$ cat config.mk
export PLATFORM = sky130hd
export DESIGN_NAME = lfve_div
export DESIGN_NICKNAME = d
export VERILOG_FILES = /design/src/rtl/lfve_pkg.sv /design/src/rtl/lfve_div.sv
export SDC_FILE = /design/constraint.sdc
export NUM_CORES = 1
export LEC_CHECK = 0
export ABC_AREA = 1
export BUFFER_PORTS_ARGS = -buffer_cell sky130_fd_sc_hd__buf_2
export CAP_MARGIN = 20
export CORE_MARGIN = 2
export CORE_UTILIZATION = 37
export DETAILED_ROUTE_END_ITERATION = 7
export GPL_TIMING_DRIVEN = 1
export PLACE_DENSITY_LB_ADDON = 0.2
export SLEW_MARGIN = 20
export SYNTH_ARGS = -nofsm -noshare
export SYNTH_HDL_FRONTEND = slang
export SYNTH_SLANG_ARGS = --single-unit
$ cat constraint.sdc
create_clock -name clk -period 5.6 [get_ports clk]
set_input_delay 0.28 -clock clk [delete_from_list [all_inputs] [get_ports clk]]
set_output_delay 0.28 -clock clk [all_outputs]
set_load 0.005 [all_outputs]
$ cat src/rtl/lfve_pkg.sv
// Shared constants and types of the leg flex velocity estimator.
package lfve_pkg;
  localparam int LEG_COUNT = 4;
  localparam int LEG_W = 2;
  localparam int CFG_AW = 4;
  localparam logic [CFG_AW-1:0] ADDR_TORQUE_RATE = 4'd0;
  localparam logic [CFG_AW-1:0] ADDR_TORQUE = 4'd4;
  localparam logic [CFG_AW-1:0] ADDR_POSITION = 4'd8;
  localparam logic [CFG_AW-1:0] ADDR_DAMPING = 4'd12;
  localparam logic signed [31:0] POSITION_COEF_RST = 32'sd65536;
  localparam int IN_W = 120;
  localparam int OUT_W = 136;

  // Control from the sequencer to the divider.
  typedef struct packed {
    logic start;
  } div_ctl_t;

  // Status from the divider.
  typedef struct packed {
    logic busy;
    logic done;
  } div_sts_t;

  function automatic logic signed [31:0] sat32(input logic signed [65:0] x);
    if (x > 66'sd2147483647) return 32'sh7fffffff;
    if (x < -66'sd2147483648) return 32'sh80000000;
    return x[31:0];
  endfunction
endpackage

$ cat src/rtl/lfve_div.sv
// Restoring divider, one quotient bit a cycle, for the torque rate.
module lfve_div (
  input  logic                     clk,
  input  logic                     rst_n,
  input  lfve_pkg::div_ctl_t       ctl,
  input  logic signed [48:0]       num,
  input  logic [15:0]              den,
  output lfve_pkg::div_sts_t       sts,
  output logic signed [31:0]       quo
);
  import lfve_pkg::*;

  logic [47:0] rem_r, rem_nxt;
  logic [47:0] q_r, q_nxt;
  logic [5:0]  cnt_r, cnt_nxt;
  logic        busy_r, busy_nxt;
  logic        done_r, done_nxt;
  logic        neg_r, neg_nxt;
  logic [16:0] trial;
  logic [48:0] mag;
  logic signed [49:0] sq;

  always_comb begin
    rem_nxt = rem_r;
    q_nxt = q_r;
    cnt_nxt = cnt_r;
    busy_nxt = busy_r;
    done_nxt = 1'b0;
    neg_nxt = neg_r;
    mag = num[48] ? 49'(-num) : 49'(num);
    trial = {rem_r[15:0], q_r[47]} - {1'b0, den};
    if (ctl.start) begin
      rem_nxt = '0;
      q_nxt = mag[47:0];
      cnt_nxt = 6'd48;
      busy_nxt = 1'b1;
      neg_nxt = num[48];
    end else if (busy_r) begin
      if (!trial[16]) begin
        rem_nxt = {32'd0, trial[15:0]};
        q_nxt = {q_r[46:0], 1'b1};
      end else begin
        rem_nxt = {32'd0, rem_r[14:0], q_r[47]};
        q_nxt = {q_r[46:0], 1'b0};
      end
      cnt_nxt = cnt_r - 6'd1;
      if (cnt_r == 6'd1) begin
        busy_nxt = 1'b0;
        done_nxt = 1'b1;
      end
    end
  end

  always_ff @(posedge clk) begin
    if (!rst_n) begin
      busy_r <= 1'b0;
      done_r <= 1'b0;
      cnt_r <= '0;
    end else begin
      busy_r <= busy_nxt;
      done_r <= done_nxt;
      cnt_r <= cnt_nxt;
    end
    rem_r <= rem_nxt;
    q_r <= q_nxt;
    neg_r <= neg_nxt;
  end

  assign sq = neg_r ? -$signed({2'b00, q_r}) : $signed({2'b00, q_r});
  assign quo = sat32(66'(sq));
  assign sts.busy = busy_r;
  assign sts.done = done_r;
endmodule

# ---- After elaboration in Yosys (flattened, before gate mapping)
# Cells that the tools add are included.
dict set report word_totals {
  regBits 73
  latchBits 0
  ram_bits 0
  mem_bits_ro 0
  in_bits 68
  out_inout_bits 34
  wordCells 38
  mem_count 0
}
dict set report op_classes {
  addsub 4
  multipliers 0
  n_div 0
  n_lt_le_gt_ge 2
  n_eq_ne 1
  shift 0
  n_mux 19
  n_bitwise 2
  n_reduce_logical 3
}
# cell n
set op_table {}
lappend op_table {{two-way mux 48 bit} 3}
lappend op_table {{two-way mux 32 bit} 4}
lappend op_table {{> comparator 50 x 32 -> 1 bit, second input constant} 1}
lappend op_table {{< comparator 50 x 32 -> 1 bit, second input constant} 1}
lappend op_table {{two-way mux 50 bit} 1}
lappend op_table {{negator 48 -> 50 bit} 1}
lappend op_table {{negator 48 bit} 1}
lappend op_table {{subtractor 17 x 16 -> 17 bit} 1}
lappend op_table {{two-way mux 16 bit} 1}
lappend op_table {{two-way mux 6 bit} 2}
lappend op_table {{two-way mux 1 bit} 8}
lappend op_table {{== test 6 x 1 -> 1 bit, second input constant} 1}
lappend op_table {{subtractor 6 x 1 -> 6 bit, second input constant} 1}
lappend op_table {{OR reduction 3 bit} 1}
lappend op_table {{inverter 1 bit} 2}
lappend op_table {{nonzero test 2 bit} 1}
lappend op_table {{OR reduction 2 bit} 1}

# ---- Logic depth before layout (Yosys ltp)
# Gate-level depths: netlist of the first run.
dict set report logic_depth {
  word_depth 7
  ltp_mapped 18
  ltp_nobuf 17
}

# ---- Worst setup path before layout of the first run
# Ideal clock, no wire load.
dict set report synth_path {
  path_kind {input-to-reg}
  start {input port ctl}
  end {register q_r[0] (enable)}
  setup_ps 429
  arrival_time_ps 2215
  path_slack_ps 2955
  stages 4
  cell_sequence {clkbuf_1 nor2_1 inv_1 clkbuf_1}
}
dict set report synth_via {
  elab_chain_len 1
}
# element line
set synth_rtl {}
lappend synth_rtl {{from (decl)} lfve_div.sv:5} ;# input lfve_pkg::div_ctl_t ctl,
lappend synth_rtl {{nonzero test 2 bit (no source line)} -}
lappend synth_rtl {{to (signal assigned)} lfve_div.sv:65} ;# q_r <= q_nxt;
lappend synth_rtl {{to (decl)} lfve_div.sv:14} ;# logic [47:0] q_r, q_nxt;
# No other way between the ends.
# A chain may end at the register's enable or synchronous reset.

# ---- Worst setup path after layout of the first run
dict set report layout_path {
  start {register neg_r}
  end {output port quo[10]}
}
dict set report layout_via {
  elab_chain_len 6
}
# element line
set layout_rtl {}
lappend layout_rtl {{from (decl)} lfve_div.sv:18} ;# logic neg_r, neg_nxt;
lappend layout_rtl {{from (signal assigned)} lfve_div.sv:66} ;# neg_r <= neg_nxt;
lappend layout_rtl {{two-way mux 50 bit (*)} lfve_div.sv:69} ;# assign sq = neg_r ? -$signed({2'b00, q_r}) : $signed({2'b00, q_r});
lappend layout_rtl {{< comparator 50 x 32 -> 1 bit} lfve_pkg.sv:27} ;# if (x < -66'sd2147483648) return 32'sh80000000;
lappend layout_rtl {{two-way mux 1 bit (2 in a row)} lfve_pkg.sv:27}
lappend layout_rtl {{two-way mux 32 bit} lfve_pkg.sv:28} ;# return x[31:0];
lappend layout_rtl {{two-way mux 32 bit (*)} lfve_pkg.sv:27}
lappend layout_rtl {{to (decl)} lfve_div.sv:9} ;# output logic signed [31:0] quo
# Mark *: on every way between the ends. The rest lies on a longest branch, timed or not. The select of a mux whose other input is x is not followed.

==> run summary, run 1 <==
The max-capacitance violation count came out at 0. The data arrival time of the worst path is 3.08 ns. After synthesis the netlist holds a flip-flop and latch count of 73. The post-detailed-placement half-perimeter wirelength came out at 17500 µm. The final setup TNS is 0 ns. The final period utilization is 60.1%. In this run, placement finished with an instance count of 1469.

In this run the worst hold path is classified as primary input to register. The later pin in the worst-skew pair is clocked with a latency of 0.34 ns. After synthesis, the share of flip-flops with an asynchronous set or reset is 0%. The count of standard-cell rows is 51. STA classifies the critical path endpoint as a primary output. The data required time at the worst endpoint is 5.32 ns. The static leakage is 3.91 nW. The final-stage net count is 1304. Dividing total power by cell area gives a power density of 217 mW/mm². Entering global routing, the biggest net connects 65 pins.

The detailed router finished its first iteration with 443 violations. The cell count after synthesis came out at 1135. The post-route antenna net violation count is 0.

After clock tree synthesis, the clock-pin slew on the worst setup and hold paths is 0.06 ns. The number of hold-slack violations in the final timing report was 0. The most used flip-flop cell after synthesis is edfxtp_1. The starting density of the core is 37.6%.

The run finished with clean final reports. Sequential cells were found to cover 26.7% of the synthesized design area. The maximum frequency from static timing analysis came out at 297 MHz. A synthesized cell averages 6.45 µm². The maximum VDD drop came out at 0.127 mV.

The number of clock sinks is 73. TritonCTS built the clock tree. The number of antenna diodes is 0.

The clock root buffer is clkbuf_16. The share of post-route cells with drive strength above 1 is 13.4%. For this run, the number of standard cells in the final layout without fillers is 1485. Post-CTS repair changed the size of 0 cells. The I/O pin total is 102. Leaving out fill and tap cells, the most frequent cell in the layout is nand2_1. The clock passes through at most 2 buffers.

Subtracting the final worst setup slack from the clock period gives 3.36 ns. The die boundary width is 145 µm. Routability-driven placement finished with a final weighted congestion of 0.960. The clock skew after layout came out at 0.00849 ns. The number of different library cells used by synthesis comes to 47. The average detailed-routed wire length per instance came out at 14.7 µm. Setup repair after global routing left no endpoint under its margin. The number of nets handed over by synthesis was 1224. The global-route wire length before repair is 34500 µm. The measured slew at the worst slew-check pin is 0.979 ns. The first-pass detailed-route iteration total came out at 5. The library cells used most frequently in the layout, excluding fill and tap cells, are nand2_1, nor2_1, inv_1, buf_2, o21ai_0. The worst setup path is launched from a register. The area growth from synthesis to layout is 13.3%. In this run, synthesis inferred 49 flip-flops with an integrated enable.

The detailed-route vias per instance came out at 4.89. The type of the worst setup path is register to primary output. The post-synthesis cell area came out at 0.00732 mm². The number of hold buffers added after cts is 0.

The total wire length after detailed routing is 21800 µm. The count of input and output buffers came out at 101. The floorplan die area came out at 0.0209 mm². The number of max-slew violations in the final report is 0. Setup violations remaining at the end of the flow were counted as 0. The number of warnings printed during yosys synthesis is 0.

The number of H-tree levels is 3. The number of vias after detailed routing came out at 7268. Along the worst path, the maximum fanout reaches 31. The worst relative slew slack came out at 34.7%. The initial antenna violation count is 0. The number of clock buffers inserted by TritonCTS is 9. The total grt overflow is 0. The all-layer global routing usage is 21.1%. In this run the post-CTS setup repair buffer count came out at 0. The core outline area came out at 0.0195 mm². The final routed DRC violation total came out at 0. The number of global-route vias before repair is 6677.

The height of the chip is 145 µm.
## synthesized netlist by cell type, types with 5 or more instances
cell | instances | area share (%)
a31oi_1 | 8 | 0.68
ha_1 | 20 | 3.4
xor2_1 | 57 | 6.8
nand2_2 | 6 | 0.51
o21ai_1 | 9 | 0.62
o31ai_1 | 5 | 0.51
o211ai_1 | 15 | 1.5
nor4_1 | 8 | 0.68
nor2_1 | 162 | 8.3
nand3_1 | 50 | 3.4
edfxtp_1 | 49 | 20
xnor2_1 | 27 | 3.2
nand3_2 | 5 | 0.68
buf_8 | 6 | 1.2
nand4_1 | 16 | 1.4
a21oi_1 | 31 | 2.1
nand2_1 | 360 | 18
inv_1 | 113 | 5.8
nor3_1 | 13 | 0.89
dfxtp_1 | 24 | 6.6
buf_2 | 7 | 0.48
o21ai_0 | 72 | 4.9
clkbuf_1 | 19 | 0.97
nor2_2 | 8 | 0.68
## flip-flops by register name, indices dropped and copies added, names as in the netlist
| name | flops |
|---|---|
| busy_r | 1 |
| q_r | 48 |
| neg_r | 1 |
| done_r | 1 |
| rem_r | 16 |
| cnt_r | 6 |
## cells by family after synthesis
logic type                 after synthesis  share of synthesized area, %
xor gates and xnor gates                84                          10.1
buffers and inverters                  150                          8.84
adders and majority gates               21                          3.69
AOI/OAI and AO/OA                      158                          12.7
and+or+nand+nor                        649                          38.1
DFF                                     73                          26.7
## path summary, 6_finish.rpt
path / from / end / slack (ns) / cells after the start
max: neg_r / quo[10] / 2.24 / 14
min: rst_n / cnt_r[5] / 0.19 / 3
min reg2reg: rem_r[12] / rem_r[12] / 0.48 / 2
max reg2reg: q_r[47] / rem_r[14] / 2.32 / 11
## per-layer routing
layer | vias up | GRT usage (%) | wire length [µm]
met4 | 0 | 7.41 | 593
met2 | 191 | 33.1 | 9490
met3 | 36 | 3.64 | 1140
li1 | 3831 | - | -
met1 | 3210 | 29.4 | 10500
met5 | - | 0 | 0
## area by class of cell
type / instances / area [µm²]
multi-input cells: 912 / 4720
inverters: 114 / 428
well taps: 265 / 332
repair buffers: 105 / 536
clock buffers: 9 / 225
clock inverters: 7 / 93.8
flip-flops and latches: 73 / 1950
fillers: 2133 / 11200
## critical path, stage by stage, from the launching register on
cell	delay, ns
edfxtp_1	0.99
buf_4	0.39
o21ai_1	0.20
nand3_1	0.13
nand2_1	0.07
nand2_1	0.06
nand2_1	0.05
nor2_1	0.10
nand2_1	0.06
nor2_2	0.09
nand2_2	0.07
nand2_4	0.22
nand2_1	0.10
nand2_1	0.07
buf_2	0.11
## metrics by stage
| stage | power, mW | instance area, µm² | utilization [%] | setup WS [ns] | hold WS [ns] |
|---|---|---|---|---|---|
| 5_1_grt | 1.90 | 8290 | 42.6 | 1.88 | 0.214 |
| 3_3_place_gp | 1.18 | 7970 | 40.9 | 2.32 | 0.470 |
| 3_5_place_dp | 1.18 | 7970 | 40.9 | 2.31 | 0.472 |
| 2_1_floorplan | 1.02 | 7320 | - | 2.96 | 0.379 |
| 4_1_cts | 1.81 | 8290 | 42.6 | 2.23 | 0.174 |
| 6_report | 1.80 | 8290 | 42.6 | 2.24 | 0.190 |
## power breakdown
group | switching (mW) | internal, mW
sequential | 0.0768 | 0.638
clock | 0.234 | 0.390
combinational | 0.289 | 0.167
total | 0.600 | 1.20
Note: power is estimated with default switching activity, not from simulation.
==> run 2: changes to the inputs <==
==> constraint.sdc (replaced) <==
create_clock -name clk -period 3.5 [get_ports clk]
set_input_delay 0.175 -clock clk [delete_from_list [all_inputs] [get_ports clk]]
set_output_delay 0.175 -clock clk [all_outputs]
set_load 0.005 [all_outputs]
==> run summary, run 2 (synthesis results as in run 1) <==
The tree is rooted in a clkbuf_16. The post-detailed-placement half-perimeter wirelength came out at 17600 µm. The highest cell delay on the worst timing path came out at 0.47 ns. The overall power came out at 2.83 mW.

For this run, the post-layout net count is 1310. For this design the ratio of total power to cell area is 340 mW/mm². The register with the most flip-flops in the layout has 48 of them. The pin count of the biggest net entering global routing is 56.

Before antenna repair, the detailed router went through 5 iterations. After detailed placement, the total cell area comes to 0.00801 mm². After layout, the worst path uses 86.6% of the clock period. The average detailed-routed wire length per instance is 14.5 µm. The clock skew after layout is 0.00988 ns.

The final number of setup-violating endpoints is 0. The count of input and output buffers came out at 101. The data arrival time of the worst path came out at 2.86 ns. The core outline area is 0.0195 mm². The finished layout cell area came out at 0.00832 mm². The measured slew at the worst slew-check pin is 0.784 ns.

The number of H-tree levels came out at 3. The worst hold path belongs to the class primary input to register. The register with the most flip-flops in the final layout is q_r. For the finished layout, the period the worst path requires is 3.03 ns. The area added between synthesis and finish came out at 13.7%. The final setup TNS is 0 ns. The clock slew seen by the registers of the worst setup and hold paths came out at 0.06 ns. The run finished with clean final reports. The maximum VDD drop came out at 0.198 mV.

During I/O placement, the number of pins put on the boundary was 102. The height of the chip came out at 145 µm. The worst relative slew slack is 47.7%.

The later-pin clock latency in the skew report came out at 0.34 ns. Counting stages on the worst path, the most repeated cell is nand2_1. The number of hold-slack violations in the final timing report was 0. The number of clock buffers inserted by TritonCTS is 9. The all-layer global routing usage is 21.2%. TritonCTS built the clock tree.

The number of clock sinks is 73. The die boundary width came out at 145 µm. The number of hold buffers added after cts is 0. The number of global-route vias before repair is 6763. The global-route wire length before repair came out at 34500 µm. The DRC violation total after the first TritonRoute iteration is 491. The slowest cell on the critical path is edfxtp_1. Together, buffers and inverters on the worst path number 2.

The number of vias after detailed routing came out at 7298. The initial antenna violation count came to 2. The share of post-route cells with drive strength above 1 is 13.9%. Post-CTS timing repair inserted 0 buffers for setup.

For this configuration, the core starts out at a cell density of 37.6%. The largest driver fanout on the critical path came out at 31. At the worst endpoint, the required time is 3.32 ns. The floorplan die area is 0.0209 mm². The total wire length after detailed routing came out at 21700 µm. Setup repair after global routing left no endpoint under its margin. The launching element type of the critical path is a register.

The placed cell count is 1475. The number of cells in the finished layout apart from fillers is 1493. The largest registers in the layout are q_r x48, rem_r x16, cnt_r x6. The clock passes through at most 2 buffers. The critical path goes through inv_2 > ha_1 > nand3_4 > nor2_8 > nand3_2 > nand2_2 > nand3_1 > nand2_1 > nand2_1 > nor2_1 > nand2_1 > nor2_2 > nand2_2 > nand2_4 > nand2_1 > nand2_1 > buf_2. The final RePlAce weighted congestion came out at 0.926. The total grt overflow came out at 0. The post-route worst hold slack is 0.0814 ns. STA classifies the critical path endpoint as a primary output.

The initialized floorplan defines 51 standard-cell rows. The commonest non-fill, non-tap cell in the layout is nand2_1. Leaving out fill and tap cells, the most frequent cells in the layout are nand2_1, nor2_1, inv_1, buf_2, o21ai_0. Derived from the worst setup path, the maximum achievable clock frequency is 330 MHz.

The number of max-slew violations in the final report is 0. Across the run, the number of max-cap violations was 0. The detailed-route vias per instance came out at 4.89.

The worst hold path begins at rst_n. In this run the critical register-to-register path is launched from q_r[47]. Tracing the worst setup path back leads to its startpoint at q_r[0]. The kind of cell adding the most delay to the critical path is simple AND/OR/NAND/NOR gates. The final routed DRC violation total is 0. The post-route antenna net violation count came out at 0. The critical path in this run is classified as register to primary output. The static leakage is 3.93 nW. Gates resized during post-CTS repair numbered 0.
run 2: final timing paths:
kind	cells after the start	end	slack, ns
max	17	quo[11]	0.47
min	3	cnt_r[5]	0.08
max reg2reg	12	rem_r[8]	0.48
min reg2reg	2	rem_r[11]	0.48
run 2: area by class of cell:
type,count,area (µm²)
fill,2119,11100
antenna,2,5.00
inverter,114,428
sequential,73,1950
tap,265,332
multi-input combinational,912,4720
timing repair buffer,111,581
clock buffer,9,225
clock inverter,7,77.6
run 2: metal layers:
layer  vias up  global-route usage (%)  share of wire, %
li1       3855                       -                 -
met1      3218                    28.9                47
met2       195                    34.7                44
met3        30                    3.01               5.9
met4         0                    6.90               2.5
met5         -                       0                 0
run 2: worst min-delay path, cell delays in order:
cell	delay, ns
buf_2	0.10
o21ai_0	0.07
inv_1	0.04
run 2: where the power goes:
part	internal, mW	total (mW)	switching, mW
clock network	0.558	0.953	0.395
logic	0.272	0.742	0.470
registers	1.02	1.13	0.112
run 2: stage by stage:
step	util [%]	setup WS, ns
after floorplan	-	0.942
after global placement	41.2	0.528
after detailed placement	41.2	0.461
after CTS	42.7	0.450
after global routing	42.7	0.112
final	42.7	0.469
==> run 3: changes to the inputs <==
--- a/config.mk
+++ b/config.mk
@@ -8,8 +8,10 @@
 export ABC_AREA = 1
 export BUFFER_PORTS_ARGS = -buffer_cell sky130_fd_sc_hd__buf_2
 export CAP_MARGIN = 20
+export CORE_ASPECT_RATIO = 0.8
 export CORE_MARGIN = 2
 export CORE_UTILIZATION = 37
+export CTS_BUF_LIST = sky130_fd_sc_hd__clkbuf_16
 export DETAILED_ROUTE_END_ITERATION = 7
 export GPL_TIMING_DRIVEN = 1
 export PLACE_DENSITY_LB_ADDON = 0.2
==> run summary, run 3 (synthesis results as in run 1) <==
The run finished with clean final reports. The final number of setup-violating endpoints is 0. Prior to clock tree synthesis, the placed netlist has a worst setup slack of 0.588 ns.

The I/O pin total is 102. The most frequent cell on the critical path is nand2_1. The clock slew seen by the registers of the worst setup and hold paths came out at 0.06 ns. The fraction of power spent switching nets is 34.7%. The number of vias after detailed routing came out at 7344. The global-route wire length before repair came out at 35100 µm. For this run, design rule violations remaining after detail routing come to 0. The clock skew after layout came out at 0.00735 ns.

The placed cell count is 1465. Dividing total power by cell area gives a power density of 343 mW/mm². The pin count of the biggest net entering global routing is 54. The setup fix buffers added after clock tree synthesis is 0. The data required time at the worst endpoint is 3.32 ns. The number of clock buffers inserted by TritonCTS is 9. Buffers inserted to repair hold after CTS numbered 0. The floorplan has 45 rows. The height of the chip is 130 µm. Setup total negative slack on the finished layout was measured at 0 ns.

The post-detailed-placement half-perimeter wirelength came out at 17700 µm. The area taken by flip-flops and latches came out at 0.00195 mm². The all-layer global routing usage is 21.4%. Dividing the final minimum period by the clock period gives 87.3%. The total area inside the core boundary comes to 0.0192 mm².

Hold timing on the final database bottoms out at a slack of 0.0808 ns. Clock tree synthesis selected as its root buffer the cell clkbuf_16. The setup slack of the most critical reg-to-reg path came out at 0.61 ns. The starting density of the core is 38.1%.

The tightest min-delay check is of the primary input to register type. The worst relative slew slack is 49.3%. During placement, the flow inserted port buffers numbering 101. The worst setup path is captured at a primary output. The later-pin clock latency in the skew report came out at 0.34 ns. The total wire length after detailed routing is 21900 µm. The number of cells on the worst reg-to-reg path is 12.

The floorplan die area came out at 0.0209 mm². The number of clock sinks came out at 73. For this run, the number of standard cells in the final layout without fillers is 1481. The post-cts resize count came out at 0. The flip-flop count of the largest register after layout came out at 48. The buffer and inverter count on the worst path is 1.

The path with the worst hold slack has its endpoint at cnt_r[5]. The part of the power in combinational logic is 26.7%. The number of antenna diodes came out at 0. The post-route antenna net violation count came out at 0. The number of hold-slack violations in the final timing report was 0. The net count of the finished layout is 1307. Dividing the detail-routed wire length by the instance count gives 14.8 µm. The internal power consumption came out at 1.86 mW.

The overall power is 2.84 mW. The static leakage is 3.93 nW. The multi-input combinational cells in the finished layout cover a total of 0.00472 mm². The total grt overflow is 0.

The highest cell delay on the worst timing path came out at 0.49 ns. q_r holds more flip-flops than any other register. The slowest stage of the critical path belongs to the cell edfxtp_1.

In this run the critical register-to-register path is captured at rem_r[14]. In the layout the commonest cells are nand2_1, nor2_1, inv_1, buf_2, o21ai_0. The share of total power dissipated in sequential elements is 40.3%. The number of cells on the worst hold path came out at 3. From left edge to right edge, the die measures 161 µm. The data arrival time of the worst path came out at 2.88 ns.

For the pin with the worst max-slew slack, the measured transition is 0.759 ns. Setup repair after global routing left no endpoint under its margin. In the final layout, the registers with the most flip-flops are q_r x48, rem_r x16, cnt_r x6.

The DRC violation total after the first TritonRoute iteration came out at 675. The first-pass detailed-route iteration total is 5. The type of the worst setup path is register to primary output. The launching element type of the critical path is a register. The final RePlAce weighted congestion is 0.921. The power spent charging and discharging nets came out at 0.987 mW. The area added between synthesis and finish came out at 13.3%.

The share of post-route cells with drive strength above 1 is 13.7%. Per report_power, the clock group accounts for 33.0% of the total. The number of max-slew violations in the final report was 0. The kind of cell adding the most delay to the critical path is simple AND/OR/NAND/NOR gates. Dividing the detail-routed via count by the number of cells gives 4.96. The final period demand of the worst path is 3.06 ns. The largest driver fanout on the critical path came out at 31. Traced cell by cell, the critical path runs through nor2_1 > nand2_1 > nor2_1 > nand3_1 > nand2_1 > nand4_1 > nand2_1 > nand2_1 > nor2_1 > nand2_1 > nor2_2 > nand2_2 > nand2_4 > nand2_1 > nand2_1 > buf_2.

The beginning of the worst register-to-register path is q_r[47]. The layout filler cell count is 2074. The clock tree from TritonCTS is yes.

The initial antenna violation count came out at 0. The worst hold path begins at rst_n. The library cell used most frequently in the layout, excluding fill and tap cells, is nand2_1. The max-capacitance violation count is 0.

For this run, the top clock speed supported by timing is 327 MHz. The maximum VDD drop came out at 0.265 mV. The least setup slack across all paths after layout came out at 0.444 ns. The maximum clock path buffer count came out at 2.

The number of global-route vias before repair came out at 6574. The H-tree was split into 3 levels.
-- run 3: cell types whose count changed in the layout (fill, tap and decap cells not counted) --
cell	delta
buf_4	-3
clkbuf_16	+2
clkinv_4	-2
diode_2	-2
inv_4	+2
bufinv_16	-1
clkinv_2	+1
clkinvlp_4	-1
inv_6	-1
nor2_1	-1
nor2_2	+1
-- run 3: area by class of cell --
type                       count  area share [%]
clock buffer                  11            3.32
tap                          258            3.89
sequential                    73            23.5
timing repair buffer         108            6.73
multi-input combinational    912            57.0
inverter                     114            5.16
clock inverter                 5           0.377
-- run 3: tightest hold or removal path, cell delays in order --
cell	delay (ns)
buf_2	0.10
o21ai_0	0.07
inv_1	0.05
-- run 3: power by group through the flow --
stage          Combinational, mW  Clock (mW)  Sequential, mW
6_report                   0.759       0.937            1.15
5_1_grt                    0.854       0.992            1.15
4_1_cts                    0.751       0.958            1.14
3_5_place_dp               0.749           0            1.16
3_3_place_gp               0.745           0            1.16
2_1_floorplan              0.529           0            1.10
-- run 3: routing by layer --
metal / GRT usage [%] / part of all wire, % / vias up
li1: - / - / 3848
met4: 4.41 / 0.70 / 0
met2: 27.0 / 34 / 248
met5: 0 / 0 / -
met3: 3.05 / 7.9 / 10
met1: 36.5 / 57 / 3238
-- run 3: worst max-delay path by stage --
| stage | startpoint | endpoint | slack (ns) | depth (start not counted) |
|---|---|---|---|---|
| finish | q_r[2] | quo[0] | 0.44 | 16 |
| global route | q_r[2] | quo[0] | 0.18 | 16 |
| CTS | q_r[2] | quo[0] | 0.44 | 16 |
| detailed placement | q_r[47] | rem_r[14] | 0.59 | 12 |
| global placement | q_r[47] | rem_r[14] | 0.63 | 12 |
| floorplan | busy_r | q_r[0] | 0.94 | 3 |
-- run 3: stage by stage --
step	cell area, µm²	util, %
final	8290	43.2
after global routing	8290	43.2
after CTS	8290	43.2
after detailed placement	7980	41.6
after global placement	7980	41.6
after floorplan	7320	-
